**src/hw/rtl/lms_pkg.sv**
```systemverilog
// Shared types and constants for the LED matrix grayscale scan block.
// Depends on nothing; every other file in hw/rtl refers to it by scoped names.

package lms_pkg;

	localparam int ROWS        = 8;
	localparam int COLUMNS     = 8;
	localparam int LEVEL_BITS  = 4;

	localparam int PAGE_PIXELS = ROWS * COLUMNS;
	localparam int STORE_DEPTH = 2 * PAGE_PIXELS;
	localparam int X_W         = $clog2(COLUMNS);
	localparam int Y_W         = $clog2(ROWS);
	localparam int SLOT_W      = X_W + Y_W;
	localparam int ADDR_W      = SLOT_W + 1;
	localparam int PIX_W       = 3 * LEVEL_BITS;
	localparam int COL_W       = 3 * COLUMNS;

	localparam int CMD_DEPTH   = 2;
	localparam int CFG_ADDR_W  = 3;

	// Request codes on the input channel.
	localparam logic [2:0] FUNC_SET_BACK   = 3'd0;
	localparam logic [2:0] FUNC_SET_FRONT  = 3'd1;
	localparam logic [2:0] FUNC_CLEAR_BACK = 3'd2;
	localparam logic [2:0] FUNC_SWAP       = 3'd3;
	localparam logic [2:0] FUNC_BLANK_BACK = 3'd4;
	localparam logic [2:0] FUNC_BLANK_ALL  = 3'd5;
	localparam logic [2:0] FUNC_TICK       = 3'd6;

	// Internal command codes after decode.
	localparam logic [2:0] OP_SET_BACK   = 3'd0;
	localparam logic [2:0] OP_SET_FRONT  = 3'd1;
	localparam logic [2:0] OP_SWAP       = 3'd2;
	localparam logic [2:0] OP_BLANK_BACK = 3'd3;
	localparam logic [2:0] OP_BLANK_ALL  = 3'd4;
	localparam logic [2:0] OP_TICK       = 3'd5;

	// Configuration register indexes (byte address bit 2).
	localparam logic REG_MIRROR_X = 1'b0;
	localparam logic REG_MIRROR_Y = 1'b1;

	typedef struct packed {
		logic [2:0]        op;
		logic [SLOT_W-1:0] slot;
		logic [PIX_W-1:0]  pix;   // green, red, blue nibbles, green on top
	} cmd_t;

endpackage

```
**src/hw/rtl/lms_if.sv**
```systemverilog
// Handshake channels for the LED matrix scan block: request input and scan result output.
// Depends on lms_pkg for the payload widths.

interface lms_in_if;
	logic       valid;
	logic       ready;
	logic [2:0] func;
	logic [2:0] px;
	logic [2:0] py;
	logic [7:0] red;
	logic [7:0] green;
	logic [7:0] blue;

	modport source (output valid, func, px, py, red, green, blue, input ready);
	modport sink (input valid, func, px, py, red, green, blue, output ready);
endinterface

interface lms_out_if;
	logic                       valid;
	logic                       ready;
	logic [2:0]                 scan_row;
	logic [lms_pkg::COL_W-1:0]  column_bits;

	modport source (output valid, scan_row, column_bits, input ready);
	modport sink (input valid, scan_row, column_bits, output ready);
endinterface

```
**src/hw/rtl/lms_front.sv**
```systemverilog
// Front end: accepts requests, applies the mirror settings and turns them into commands.
// Depends on lms_pkg and lms_in_if.

module lms_front (
	lms_in_if.sink           in_ch,
	input  logic             mirror_x,
	input  logic             mirror_y,
	input  logic             push_ready,
	output logic             push,
	output lms_pkg::cmd_t    push_cmd
);

	logic [lms_pkg::X_W-1:0] x_map;
	logic [lms_pkg::Y_W-1:0] y_map;
	logic                    known;
	logic [lms_pkg::PIX_W-1:0] colors;

	assign in_ch.ready = push_ready;

	always_comb begin
		x_map = mirror_x ? lms_pkg::X_W'(lms_pkg::COLUMNS - 1) - in_ch.px : in_ch.px;
		// The row axis is flipped unless row mirroring is enabled.
		y_map = mirror_y ? in_ch.py : lms_pkg::Y_W'(lms_pkg::ROWS - 1) - in_ch.py;
		colors = {in_ch.green[7 -: lms_pkg::LEVEL_BITS], in_ch.red[7 -: lms_pkg::LEVEL_BITS],
			in_ch.blue[7 -: lms_pkg::LEVEL_BITS]};
	end

	always_comb begin
		known         = 1'b1;
		push_cmd.slot = {y_map, x_map};
		push_cmd.pix  = colors;
		push_cmd.op   = lms_pkg::OP_TICK;
		unique case (in_ch.func)
			lms_pkg::FUNC_SET_BACK: begin
				push_cmd.op = lms_pkg::OP_SET_BACK;
			end
			lms_pkg::FUNC_SET_FRONT: begin
				push_cmd.op = lms_pkg::OP_SET_FRONT;
			end
			lms_pkg::FUNC_CLEAR_BACK: begin
				push_cmd.op  = lms_pkg::OP_SET_BACK;
				push_cmd.pix = '0;
			end
			lms_pkg::FUNC_SWAP: begin
				push_cmd.op = lms_pkg::OP_SWAP;
			end
			lms_pkg::FUNC_BLANK_BACK: begin
				push_cmd.op = lms_pkg::OP_BLANK_BACK;
			end
			lms_pkg::FUNC_BLANK_ALL: begin
				push_cmd.op = lms_pkg::OP_BLANK_ALL;
			end
			lms_pkg::FUNC_TICK: begin
				push_cmd.op = lms_pkg::OP_TICK;
			end
			default: begin
				// Undefined request codes are accepted and dropped.
				known = 1'b0;
			end
		endcase
	end

	assign push = in_ch.valid && push_ready && known;

endmodule

```
**src/hw/rtl/lms_cmd_fifo.sv**
```systemverilog
// Two-entry command queue between the front end and the execution engine.
// Depends on lms_pkg for the command type and depth.

module lms_cmd_fifo (
	input  logic          clk,
	input  logic          arst_n,
	input  logic          push,
	input  lms_pkg::cmd_t push_cmd,
	output logic          push_ready,
	input  logic          pop,
	output logic          pop_valid,
	output lms_pkg::cmd_t pop_cmd
);

	localparam int PTR_W = (lms_pkg::CMD_DEPTH > 1) ? $clog2(lms_pkg::CMD_DEPTH) : 1;
	localparam int CNT_W = $clog2(lms_pkg::CMD_DEPTH + 1);

	lms_pkg::cmd_t    entry_q [lms_pkg::CMD_DEPTH];
	logic [PTR_W-1:0] wr_ptr_q;
	logic [PTR_W-1:0] rd_ptr_q;
	logic [CNT_W-1:0] count_q;
	logic             do_push;
	logic             do_pop;

	assign push_ready = count_q != CNT_W'(lms_pkg::CMD_DEPTH);
	assign pop_valid  = count_q != '0;
	assign pop_cmd    = entry_q[rd_ptr_q];
	assign do_push    = push && push_ready;
	assign do_pop     = pop && pop_valid;

	always_ff @(posedge clk or negedge arst_n) begin
		if (!arst_n) begin
			wr_ptr_q <= '0;
			rd_ptr_q <= '0;
			count_q  <= '0;
		end else begin
			if (do_push) begin
				wr_ptr_q <= (wr_ptr_q == PTR_W'(lms_pkg::CMD_DEPTH - 1)) ? '0 : wr_ptr_q + 1'b1;
			end
			if (do_pop) begin
				rd_ptr_q <= (rd_ptr_q == PTR_W'(lms_pkg::CMD_DEPTH - 1)) ? '0 : rd_ptr_q + 1'b1;
			end
			if (do_push && !do_pop) begin
				count_q <= count_q + 1'b1;
			end else if (do_pop && !do_push) begin
				count_q <= count_q - 1'b1;
			end
		end
	end

	always_ff @(posedge clk) begin
		if (do_push) begin
			entry_q[wr_ptr_q] <= push_cmd;
		end
	end

endmodule

```
**src/hw/rtl/lms_back.sv**
```systemverilog
// Execution engine: frame store memory, page state, row scan and the result register.
// Depends on lms_pkg and lms_out_if.

module lms_back (
	input  logic          clk,
	input  logic          arst_n,
	input  logic          cmd_valid,
	input  lms_pkg::cmd_t cmd,
	output logic          cmd_pop,
	lms_out_if.source     out_ch
);

	localparam logic ST_IDLE = 1'b0;
	localparam logic ST_TICK = 1'b1;
	localparam int   CNT_W   = lms_pkg::X_W + 1;
	localparam int   LVL_W   = lms_pkg::LEVEL_BITS;

	logic [lms_pkg::PIX_W-1:0]       store [lms_pkg::STORE_DEPTH];
	logic [lms_pkg::STORE_DEPTH-1:0] valid_q;

	logic                      state_q;
	logic                      front_q;
	logic [lms_pkg::Y_W-1:0]   row_q;
	logic [LVL_W-1:0]          level_q;
	logic [CNT_W-1:0]          cnt_q;
	logic                      rd_act_s1;
	logic                      rd_valid_s1;
	logic [lms_pkg::X_W-1:0]   rd_col_s1;
	logic [lms_pkg::PIX_W-1:0] rd_data_s1;
	logic [lms_pkg::COL_W-1:0] bits_q;
	logic                      out_valid_q;
	logic [lms_pkg::Y_W-1:0]   out_row_q;
	logic [lms_pkg::COL_W-1:0] out_bits_q;

	logic                        mem_we;
	logic [lms_pkg::ADDR_W-1:0]  mem_waddr;
	logic                        rd_issue;
	logic [lms_pkg::ADDR_W-1:0]  rd_addr;
	logic [lms_pkg::PIX_W-1:0]   pix;
	logic [LVL_W-1:0]            pix_g;
	logic [LVL_W-1:0]            pix_r;
	logic [LVL_W-1:0]            pix_b;
	logic [lms_pkg::COLUMNS-1:0] col_mask;
	logic [lms_pkg::COL_W-1:0]   hit_bits;
	logic                        last_col;

	// A tick only starts once the previous result has been taken.
	assign cmd_pop = (state_q == ST_IDLE) && cmd_valid
		&& ((cmd.op != lms_pkg::OP_TICK) || !out_valid_q);
	assign mem_we = cmd_pop
		&& ((cmd.op == lms_pkg::OP_SET_BACK) || (cmd.op == lms_pkg::OP_SET_FRONT));
	assign mem_waddr = {(cmd.op == lms_pkg::OP_SET_FRONT) ? front_q : ~front_q, cmd.slot};

	assign rd_issue = (state_q == ST_TICK) && !cnt_q[CNT_W-1];
	assign rd_addr  = {front_q, row_q, cnt_q[lms_pkg::X_W-1:0]};

	// Entries never written since the last blank read as zero.
	assign pix   = rd_valid_s1 ? rd_data_s1 : '0;
	assign pix_g = pix[3*LVL_W-1 -: LVL_W];
	assign pix_r = pix[2*LVL_W-1 -: LVL_W];
	assign pix_b = pix[LVL_W-1 -: LVL_W];

	assign col_mask = {1'b1, {(lms_pkg::COLUMNS-1){1'b0}}} >> rd_col_s1;
	assign hit_bits = {(pix_g > level_q) ? col_mask : '0,
		(pix_r > level_q) ? col_mask : '0,
		(pix_b > level_q) ? col_mask : '0};
	assign last_col = rd_act_s1 && (rd_col_s1 == lms_pkg::X_W'(lms_pkg::COLUMNS - 1));

	always_ff @(posedge clk) begin
		if (mem_we) begin
			store[mem_waddr] <= cmd.pix;
		end
		if (rd_issue) begin
			rd_data_s1 <= store[rd_addr];
		end
	end

	always_ff @(posedge clk or negedge arst_n) begin
		if (!arst_n) begin
			state_q     <= ST_IDLE;
			front_q     <= 1'b0;
			row_q       <= '0;
			level_q     <= '0;
			cnt_q       <= '0;
			valid_q     <= '0;
			rd_act_s1   <= 1'b0;
			out_valid_q <= 1'b0;
		end else begin
			if (cmd_pop) begin
				unique case (cmd.op)
					lms_pkg::OP_SET_BACK, lms_pkg::OP_SET_FRONT: begin
						valid_q[mem_waddr] <= 1'b1;
					end
					lms_pkg::OP_SWAP: begin
						front_q <= ~front_q;
					end
					lms_pkg::OP_BLANK_BACK: begin
						valid_q[{~front_q, {lms_pkg::SLOT_W{1'b0}}} +: lms_pkg::PAGE_PIXELS] <= '0;
					end
					lms_pkg::OP_BLANK_ALL: begin
						valid_q <= '0;
					end
					lms_pkg::OP_TICK: begin
						state_q <= ST_TICK;
						cnt_q   <= '0;
					end
					default: begin
					end
				endcase
			end
			if (rd_issue) begin
				cnt_q <= cnt_q + 1'b1;
			end
			rd_act_s1 <= rd_issue;
			if (last_col) begin
				state_q     <= ST_IDLE;
				out_valid_q <= 1'b1;
				if (row_q == lms_pkg::Y_W'(lms_pkg::ROWS - 1)) begin
					row_q   <= '0;
					level_q <= level_q + 1'b1;
				end else begin
					row_q <= row_q + 1'b1;
				end
			end else if (out_valid_q && out_ch.ready) begin
				out_valid_q <= 1'b0;
			end
		end
	end

	always_ff @(posedge clk) begin
		rd_valid_s1 <= valid_q[rd_addr];
		rd_col_s1   <= cnt_q[lms_pkg::X_W-1:0];
		if (cmd_pop && (cmd.op == lms_pkg::OP_TICK)) begin
			bits_q <= '0;
		end else if (rd_act_s1) begin
			bits_q <= bits_q | hit_bits;
		end
		if (last_col) begin
			out_row_q  <= row_q;
			out_bits_q <= bits_q | hit_bits;
		end
	end

	assign out_ch.valid       = out_valid_q;
	assign out_ch.scan_row    = out_row_q;
	assign out_ch.column_bits = out_bits_q;

	// The last pixel of a row arrives only after every read of that row was issued.
	a_last_after_reads: assert property (@(posedge clk) disable iff (!arst_n)
		last_col |-> (state_q == ST_TICK) && (cnt_q == CNT_W'(lms_pkg::COLUMNS)))
		else $error("row scan finished before all column reads were issued");

	// No result may be waiting while a row scan is running.
	a_no_result_during_tick: assert property (@(posedge clk) disable iff (!arst_n)
		(state_q == ST_TICK) |-> !out_valid_q)
		else $error("result register busy during a row scan");

	a_blank_all_clears: assert property (@(posedge clk) disable iff (!arst_n)
		(cmd_pop && (cmd.op == lms_pkg::OP_BLANK_ALL)) |=> (valid_q == '0))
		else $error("blank of both pages left written entries");

	a_result_from_scan: assert property (@(posedge clk) disable iff (!arst_n)
		$rose(out_valid_q) |-> $past(state_q == ST_TICK))
		else $error("result raised outside a row scan");

endmodule

```
**src/hw/rtl/led_matrix_grayscale_scan.sv**
```systemverilog
// Double-buffered 8x8 RGB frame store with row-scan grayscale PWM output.
// Requests enter on in_ch (valid/ready); each tick request yields one result on out_ch
// (scan_row, column_bits from bit 23 down: green columns 0..7, red, blue).
// Pixel writes keep the top nibble of each color and apply the mirror registers,
// which sit on the APB port: mirror_x at address 0, mirror_y at address 4.
// A front end decodes and mirrors requests into a two-entry command queue; the back
// end executes them one at a time. A tick reads the eight pixels of its row from the
// frame store one per cycle, compares each color with the PWM level and collects the
// row's column bits in the result register. Other requests are taken one per cycle
// while no row scan is running; a new tick waits until the previous result is taken.
// Blanking a page clears its 64 written-entry flags together, not one by one.
// The input keeps accepting while a result waits: up to two requests queue up.
// When the receiver stalls, the result holds on out_ch and the next tick waits in
// the queue until the result is taken.
// Reset (arst_n low) clears both pages, the page select, the row, the PWM level
// and the mirror registers; in_ch is ready as soon as reset is released.

module led_matrix_grayscale_scan (
	input  logic                           clk,
	input  logic                           arst_n,
	lms_in_if.sink                         in_ch,
	lms_out_if.source                      out_ch,
	input  logic                           psel,
	input  logic                           penable,
	input  logic                           pwrite,
	input  logic [lms_pkg::CFG_ADDR_W-1:0] paddr,
	input  logic [31:0]                    pwdata,
	output logic [31:0]                    prdata,
	output logic                           pready
);

	logic          mirror_x_q;
	logic          mirror_y_q;
	logic          cfg_write;
	logic          push;
	logic          push_ready;
	lms_pkg::cmd_t push_cmd;
	logic          pop;
	logic          pop_valid;
	lms_pkg::cmd_t pop_cmd;

	assign pready    = 1'b1;
	assign cfg_write = psel && penable && pwrite && pready;

	always_ff @(posedge clk or negedge arst_n) begin
		if (!arst_n) begin
			mirror_x_q <= 1'b0;
			mirror_y_q <= 1'b0;
		end else if (cfg_write) begin
			unique case (paddr[2])
				lms_pkg::REG_MIRROR_X: mirror_x_q <= pwdata[0];
				lms_pkg::REG_MIRROR_Y: mirror_y_q <= pwdata[0];
				default: begin
				end
			endcase
		end
	end

	always_comb begin
		prdata = '0;
		unique case (paddr[2])
			lms_pkg::REG_MIRROR_X: prdata[0] = mirror_x_q;
			lms_pkg::REG_MIRROR_Y: prdata[0] = mirror_y_q;
			default: prdata = '0;
		endcase
	end

	lms_front u_front (
		.in_ch      (in_ch),
		.mirror_x   (mirror_x_q),
		.mirror_y   (mirror_y_q),
		.push_ready (push_ready),
		.push       (push),
		.push_cmd   (push_cmd)
	);

	lms_cmd_fifo u_fifo (
		.clk        (clk),
		.arst_n     (arst_n),
		.push       (push),
		.push_cmd   (push_cmd),
		.push_ready (push_ready),
		.pop        (pop),
		.pop_valid  (pop_valid),
		.pop_cmd    (pop_cmd)
	);

	lms_back u_back (
		.clk       (clk),
		.arst_n    (arst_n),
		.cmd_valid (pop_valid),
		.cmd       (pop_cmd),
		.cmd_pop   (pop),
		.out_ch    (out_ch)
	);

endmodule
```
**src/flat_wrapper.sv**
```systemverilog
// flat-port wrapper written by rule: the top's interface ports become plain ports
module led_matrix_grayscale_scan_flat 
  (clk, arst_n, psel, penable, pwrite, paddr, pwdata, prdata, pready, in_ch_valid, in_ch_func, in_ch_px, in_ch_py, in_ch_red, in_ch_green, in_ch_blue, in_ch_ready, out_ch_valid, out_ch_scan_row, out_ch_column_bits, out_ch_ready);
  lms_in_if in_ch_i ();
  lms_out_if out_ch_i ();
  input  logic clk;
  input  logic arst_n;
  input  logic psel;
  input  logic penable;
  input  logic pwrite;
  input  logic [lms_pkg::CFG_ADDR_W-1:0] paddr;
  input  logic [31:0] pwdata;
  output logic [31:0] prdata;
  output logic pready;
  input wire logic [$bits(in_ch_i.valid)-1:0] in_ch_valid;
  input wire logic [$bits(in_ch_i.func)-1:0] in_ch_func;
  input wire logic [$bits(in_ch_i.px)-1:0] in_ch_px;
  input wire logic [$bits(in_ch_i.py)-1:0] in_ch_py;
  input wire logic [$bits(in_ch_i.red)-1:0] in_ch_red;
  input wire logic [$bits(in_ch_i.green)-1:0] in_ch_green;
  input wire logic [$bits(in_ch_i.blue)-1:0] in_ch_blue;
  output wire logic [$bits(in_ch_i.ready)-1:0] in_ch_ready;
  output wire logic [$bits(out_ch_i.valid)-1:0] out_ch_valid;
  output wire logic [$bits(out_ch_i.scan_row)-1:0] out_ch_scan_row;
  output wire logic [$bits(out_ch_i.column_bits)-1:0] out_ch_column_bits;
  input wire logic [$bits(out_ch_i.ready)-1:0] out_ch_ready;
  assign in_ch_i.valid = in_ch_valid;
  assign in_ch_i.func = in_ch_func;
  assign in_ch_i.px = in_ch_px;
  assign in_ch_i.py = in_ch_py;
  assign in_ch_i.red = in_ch_red;
  assign in_ch_i.green = in_ch_green;
  assign in_ch_i.blue = in_ch_blue;
  assign in_ch_ready = in_ch_i.ready;
  assign out_ch_valid = out_ch_i.valid;
  assign out_ch_scan_row = out_ch_i.scan_row;
  assign out_ch_column_bits = out_ch_i.column_bits;
  assign out_ch_i.ready = out_ch_ready;
  led_matrix_grayscale_scan u_core (.clk(clk), .arst_n(arst_n), .in_ch(in_ch_i), .out_ch(out_ch_i), .psel(psel), .penable(penable), .pwrite(pwrite), .paddr(paddr), .pwdata(pwdata), .prdata(prdata), .pready(pready));
endmodule
```
**config.mk**
```make
export PLATFORM = sky130hd
export DESIGN_NAME = led_matrix_grayscale_scan_flat
export DESIGN_NICKNAME = d
export VERILOG_FILES = /design/src/hw/rtl/lms_pkg.sv /design/src/hw/rtl/lms_if.sv /design/src/hw/rtl/lms_front.sv /design/src/hw/rtl/lms_cmd_fifo.sv /design/src/hw/rtl/lms_back.sv /design/src/hw/rtl/led_matrix_grayscale_scan.sv /design/src/flat_wrapper.sv
export SDC_FILE = /design/constraint.sdc
export NUM_CORES = 2
export LEC_CHECK = 0
export BUFFER_PORTS_ARGS = -buffer_cell sky130_fd_sc_hd__buf_2
export CAP_MARGIN = 20
export CORE_MARGIN = 2
export CORE_UTILIZATION = 58
export CTS_BUF_LIST = sky130_fd_sc_hd__clkbuf_8
export DETAILED_ROUTE_END_ITERATION = 10
export GPL_ROUTABILITY_DRIVEN = 0
export HOLD_SLACK_MARGIN = 0.06
export PLACE_DENSITY = 0.75
export SYNTH_ARGS = -nofsm -noshare
export SYNTH_HDL_FRONTEND = slang
export SYNTH_SLANG_ARGS = --single-unit
```
**constraint.sdc**
```tcl
create_clock -name clk -period 5.41 [get_ports clk]
set_clock_uncertainty 0.2 [all_clocks]
set_input_delay 0.2705 -clock clk [delete_from_list [all_inputs] [get_ports clk]]
set_output_delay 0.2705 -clock clk [all_outputs]
set_load 0.02 [all_outputs]
```
==> results.txt <==
----------------------------------------------------
[Die]
  Cell row count ... 127
  Die outline area ... 124400 µm²
  Die boundary height ... between 300 and 400 µm
  Core area ... between 100000 and 150000 µm²
  Starting Density ... 58.64%
  I/O pin count ... 137
  Die width ... around 350 µm

[Setup path]
  Required time of the critical path ... 5.88 ns
  Logic depth of the worst register-to-register path ... 7
  Endpoint of the worst register-to-register path ... u_core.u_back.rd_data_s1[2]
  Biggest fanout along the worst timing path ... 32
  Worst setup path end ... u_core.u_back.rd_data_s1[2]
  Reg-to-reg startpoint ... u_core.u_back.cnt_q[2]
  Category of the most critical setup path ... register to register
  Nature of the critical path startpoint ... register
  First element of the critical path ... u_core.u_back.cnt_q[2]
  Element type at the critical path end ... register
  Worst Path Arrival ... 4.48 ns
  Register-to-Register Setup Slack ... 1.40 ns

[Synthesis]
  Most instantiated cells after synthesis ... sky130_fd_sc_hd__edfxtp_1, sky130_fd_sc_hd__mux4_2, sky130_fd_sc_hd__mux2i_1
  Summed instance area of the synthesized netlist ... 70540 µm²
  Largest cells by area after synthesis ... sky130_fd_sc_hd__edfxtp_1, sky130_fd_sc_hd__mux4_2, sky130_fd_sc_hd__dfrtp_1, sky130_fd_sc_hd__mux2i_1, sky130_fd_sc_hd__a22oi_1
  Share of flip-flops with an asynchronous set or reset ... under 10%
  EDFF count, synth ... 1617
  Number of synthesized register bits ... ~1800
  Most used flip-flop cell after synthesis ... sky130_fd_sc_hd__edfxtp_1
  Synth area leader ... sky130_fd_sc_hd__edfxtp_1
  Top cell type's share of synthesized area ... 68.84%
  Sequential-to-total area share from yosys stat ... 74.92%
  Post-synthesis area per instance ... 18.57 µm²
  Post-Synthesis Cells ... 3799
  Number of distinct library cell variants in the gate-level netlist after synthesis ... 52
  Synth warnings ... 0
  Top-count cell post-synth ... sky130_fd_sc_hd__edfxtp_1

[Clocking]
  Worst-case clock buffer depth ... 4
  Worst-path clk slew ... 0.07 ns
  Number of gates resized after CTS ... 0
  TritonCTS clock tree ... done
  CTS sink cnt ... 1794
  CTS buffer count ... 295
  Clock root buffer ... sky130_fd_sc_hd__clkbuf_8
  CTS H-Tree Depth ... 5
  Clock latency on the worst-skew pair ... 1.00 ns

[Layout]
  Number of nets in the finished design ... 4273
  Share of post-route cells with drive strength above 1 ... 23.19%
  Final core area utilization ... between 60% and 70%
  Final standard cell count with taps included and fillers excluded ... 5997
  Area growth from synthesis to layout ... 12.26%

[Place]
  Placed cell count ... 5390
  Port Buffer Count ... 59
  Half-perimeter wire length of the detailed placement result ... 94270 µm

[GRT]
  Number of global-route vias before repair ... 37190
  Aggregate global routing overflow ... 0
  Total track usage ... 26.00%
  Initial antenna violation count ... 4
  Wire length of the first global-routing pass ... 237400 µm
  Pin count of the biggest net entering global routing ... 101

[STA]
  Tightest slew margin relative to the limit ... 21.34%
  Maximum operating frequency ... 249.1 MHz
  Slew @ Worst Pin ... 1.180 ns
  Final total negative setup slack ... 0 ns
  Smallest hold slack ... 0.1762 ns
  Count of final hold-check violations ... 0
  Final setup fails ... 0
  Final Max Slew Viols ... 0
  Unrepaired setup endpoints after global routing ... false
  Shortest period the worst path allows ... 4.015 ns
  Final worst path period share ... 74.21%

[Status]
  Result of the run ... finished, final reports clean

[Route]
  DRC Markers ... 0
  Total met2 wirelength after detailed routing ... 77290 µm
  WL met1 ... 63130 µm
  Per-cell routed wire length ... between 20 and 30 µm
  Drt first pass iters ... 5
  Highest metal used ... met5
  Per-cell via count in the routed design ... 6.239
  Initial DRC Count ... 4283
  Met3 wire length ... 16050 µm
  Wire length reported by the detailed router ... 163000 µm
  Via count of the routed design ... 37420
  Remaining number of nets flagged by the antenna check after routing ... 0

[Hold path]
  Worst min-delay path class ... primary input to register
  Number of instances on the worst hold path ... 4

[Power]
  Total power consumption of the routed design ... roughly 40 mW
  Leakage power ... 26.98 nW
  Maximum resistive drop on vdd ... 0.5020 mV
  Power density cells ... 502.5 nW/µm²

[Flow run]
  Max-cap check violation count ... 0

----------------------------------------------------
==> per-stage QoR <==
stage / setup WS (ns) / cell area (µm²)
4_1_cts: 1.367 / 78690
3_3_place_gp: 1.524 / 72900
3_5_place_dp: 1.373 / 72920
2_1_floorplan: 2.538 / 70650
6_report: 1.395 / 79190
5_1_grt: 1.263 / 79180
==> power breakdown <==
part	internal (mW)	switching [mW]	total [mW]
logic	4.00	7.57	11.6
clock network	5.47	5.12	10.6
registers	17.1	0.478	17.6
==> sequential cells by signal, indices dropped and copies added (netlist names), 2 cells and up <==
signal	count
u_core.u_back.store	1536
u_core.u_back.rd_col_s1	3
u_core.u_back.out_ch.column_bits	24
u_core.u_back.bits_q	24
u_core.u_back.cnt_q	4
u_core.u_fifo.entry_q	42
u_core.u_back.row_q	3
u_core.u_back.rd_data_s1	12
u_core.u_back.out_ch.scan_row	3
u_core.u_back.valid_q	128
u_core.u_fifo.count_q	2
u_core.u_back.level_q	4
==> cells in the final DEF, fill, tap and decap left out, types with 17 or more instances in the layout <==
| cell | count |
|---|---|
| sky130_fd_sc_hd__clkbuf_8 | 311 |
| sky130_fd_sc_hd__clkinv_1 | 64 |
| sky130_fd_sc_hd__mux2i_1 | 268 |
| sky130_fd_sc_hd__ha_1 | 17 |
| sky130_fd_sc_hd__conb_1 | 32 |
| sky130_fd_sc_hd__dfxtp_1 | 28 |
| sky130_fd_sc_hd__o21ai_0 | 117 |
| sky130_fd_sc_hd__nor3_1 | 30 |
| sky130_fd_sc_hd__dlygate4sd3_1 | 59 |
| sky130_fd_sc_hd__edfxtp_1 | 1617 |
| sky130_fd_sc_hd__buf_4 | 179 |
| sky130_fd_sc_hd__dfrtp_1 | 145 |
| sky130_fd_sc_hd__mux4_2 | 312 |
| sky130_fd_sc_hd__nor4_1 | 26 |
| sky130_fd_sc_hd__o22ai_1 | 78 |
| sky130_fd_sc_hd__nor2_1 | 230 |
| sky130_fd_sc_hd__a22oi_1 | 117 |
| sky130_fd_sc_hd__clkinv_2 | 23 |
| sky130_fd_sc_hd__a21oi_1 | 128 |
| sky130_fd_sc_hd__buf_2 | 58 |
| sky130_fd_sc_hd__inv_1 | 98 |
| sky130_fd_sc_hd__nand2_1 | 170 |
| sky130_fd_sc_hd__o21ai_2 | 18 |
| sky130_fd_sc_hd__nor2b_1 | 21 |
==> layer usage <==
metal | up-vias | global-route usage (%)
met1 | 19130 | 35.78
li1 | 15900 | -
met2 | 2062 | 40.12
met4 | 5 | 10.58
met5 | - | 0.03774
met3 | 316 | 6.811
==> cell families (layout without fill, tap and decap cells) <==
group,after synthesis,count (layout),synth area share (%)
flops,1794,1794,74.92
mux,601,601,14.11
simple gates,546,546,3.367
compound gates,540,540,4.809
buf+inv,281,834,2.263
xor+xnor,18,18,0.2235
fa+ha+maj,17,17,0.3015
other cells,2,35,0.01065
==> critical path: stages, from the launching register on <==
cell and delay (ns):
sky130_fd_sc_hd__dfrtp_4 0.88, sky130_fd_sc_hd__or2_2 0.69, sky130_fd_sc_hd__buf_12 0.28, sky130_fd_sc_hd__nor2_1 0.07, sky130_fd_sc_hd__nor4_1 0.32, sky130_fd_sc_hd__a211oi_1 0.18, sky130_fd_sc_hd__o21ai_0 0.79, sky130_fd_sc_hd__o32ai_1 0.21
==> how the worst min path moves through the flow <==
stage | startpoint | to | slack, ns
after CTS | in_ch_func[1] | u_core.u_fifo.entry_q[0][19] | 0.08
after global placement | arst_n | u_core.mirror_x_q | 0.23
after global routing | in_ch_func[1] | u_core.u_fifo.entry_q[0][19] | 0.14
after detailed placement | arst_n | u_core.mirror_x_q | 0.23
after floorplan | arst_n | u_core.mirror_x_q | -0.23
final | in_ch_func[1] | u_core.u_fifo.entry_q[0][19] | 0.18
==> cell type report <==
type / instances / area, µm²
inverter: 9 / 33.78
multi-input combinational: 1754 / 16350
tap: 1612 / 2017
timing repair buffer: 327 / 2773
clock buffer: 311 / 4280
sequential: 1794 / 52860
clock inverter: 187 / 868.3
fill: 7866 / 41100
antenna: 3 / 7.507
==> repair_timing <==
| action | CTS | global route |
|---|---|---|
| hold endpoints to repair | 229 | 0 |
| setup buffers | 0 | 0 |
| hold buffers | 60 | 0 |
(Power assumes the default switching activity.)
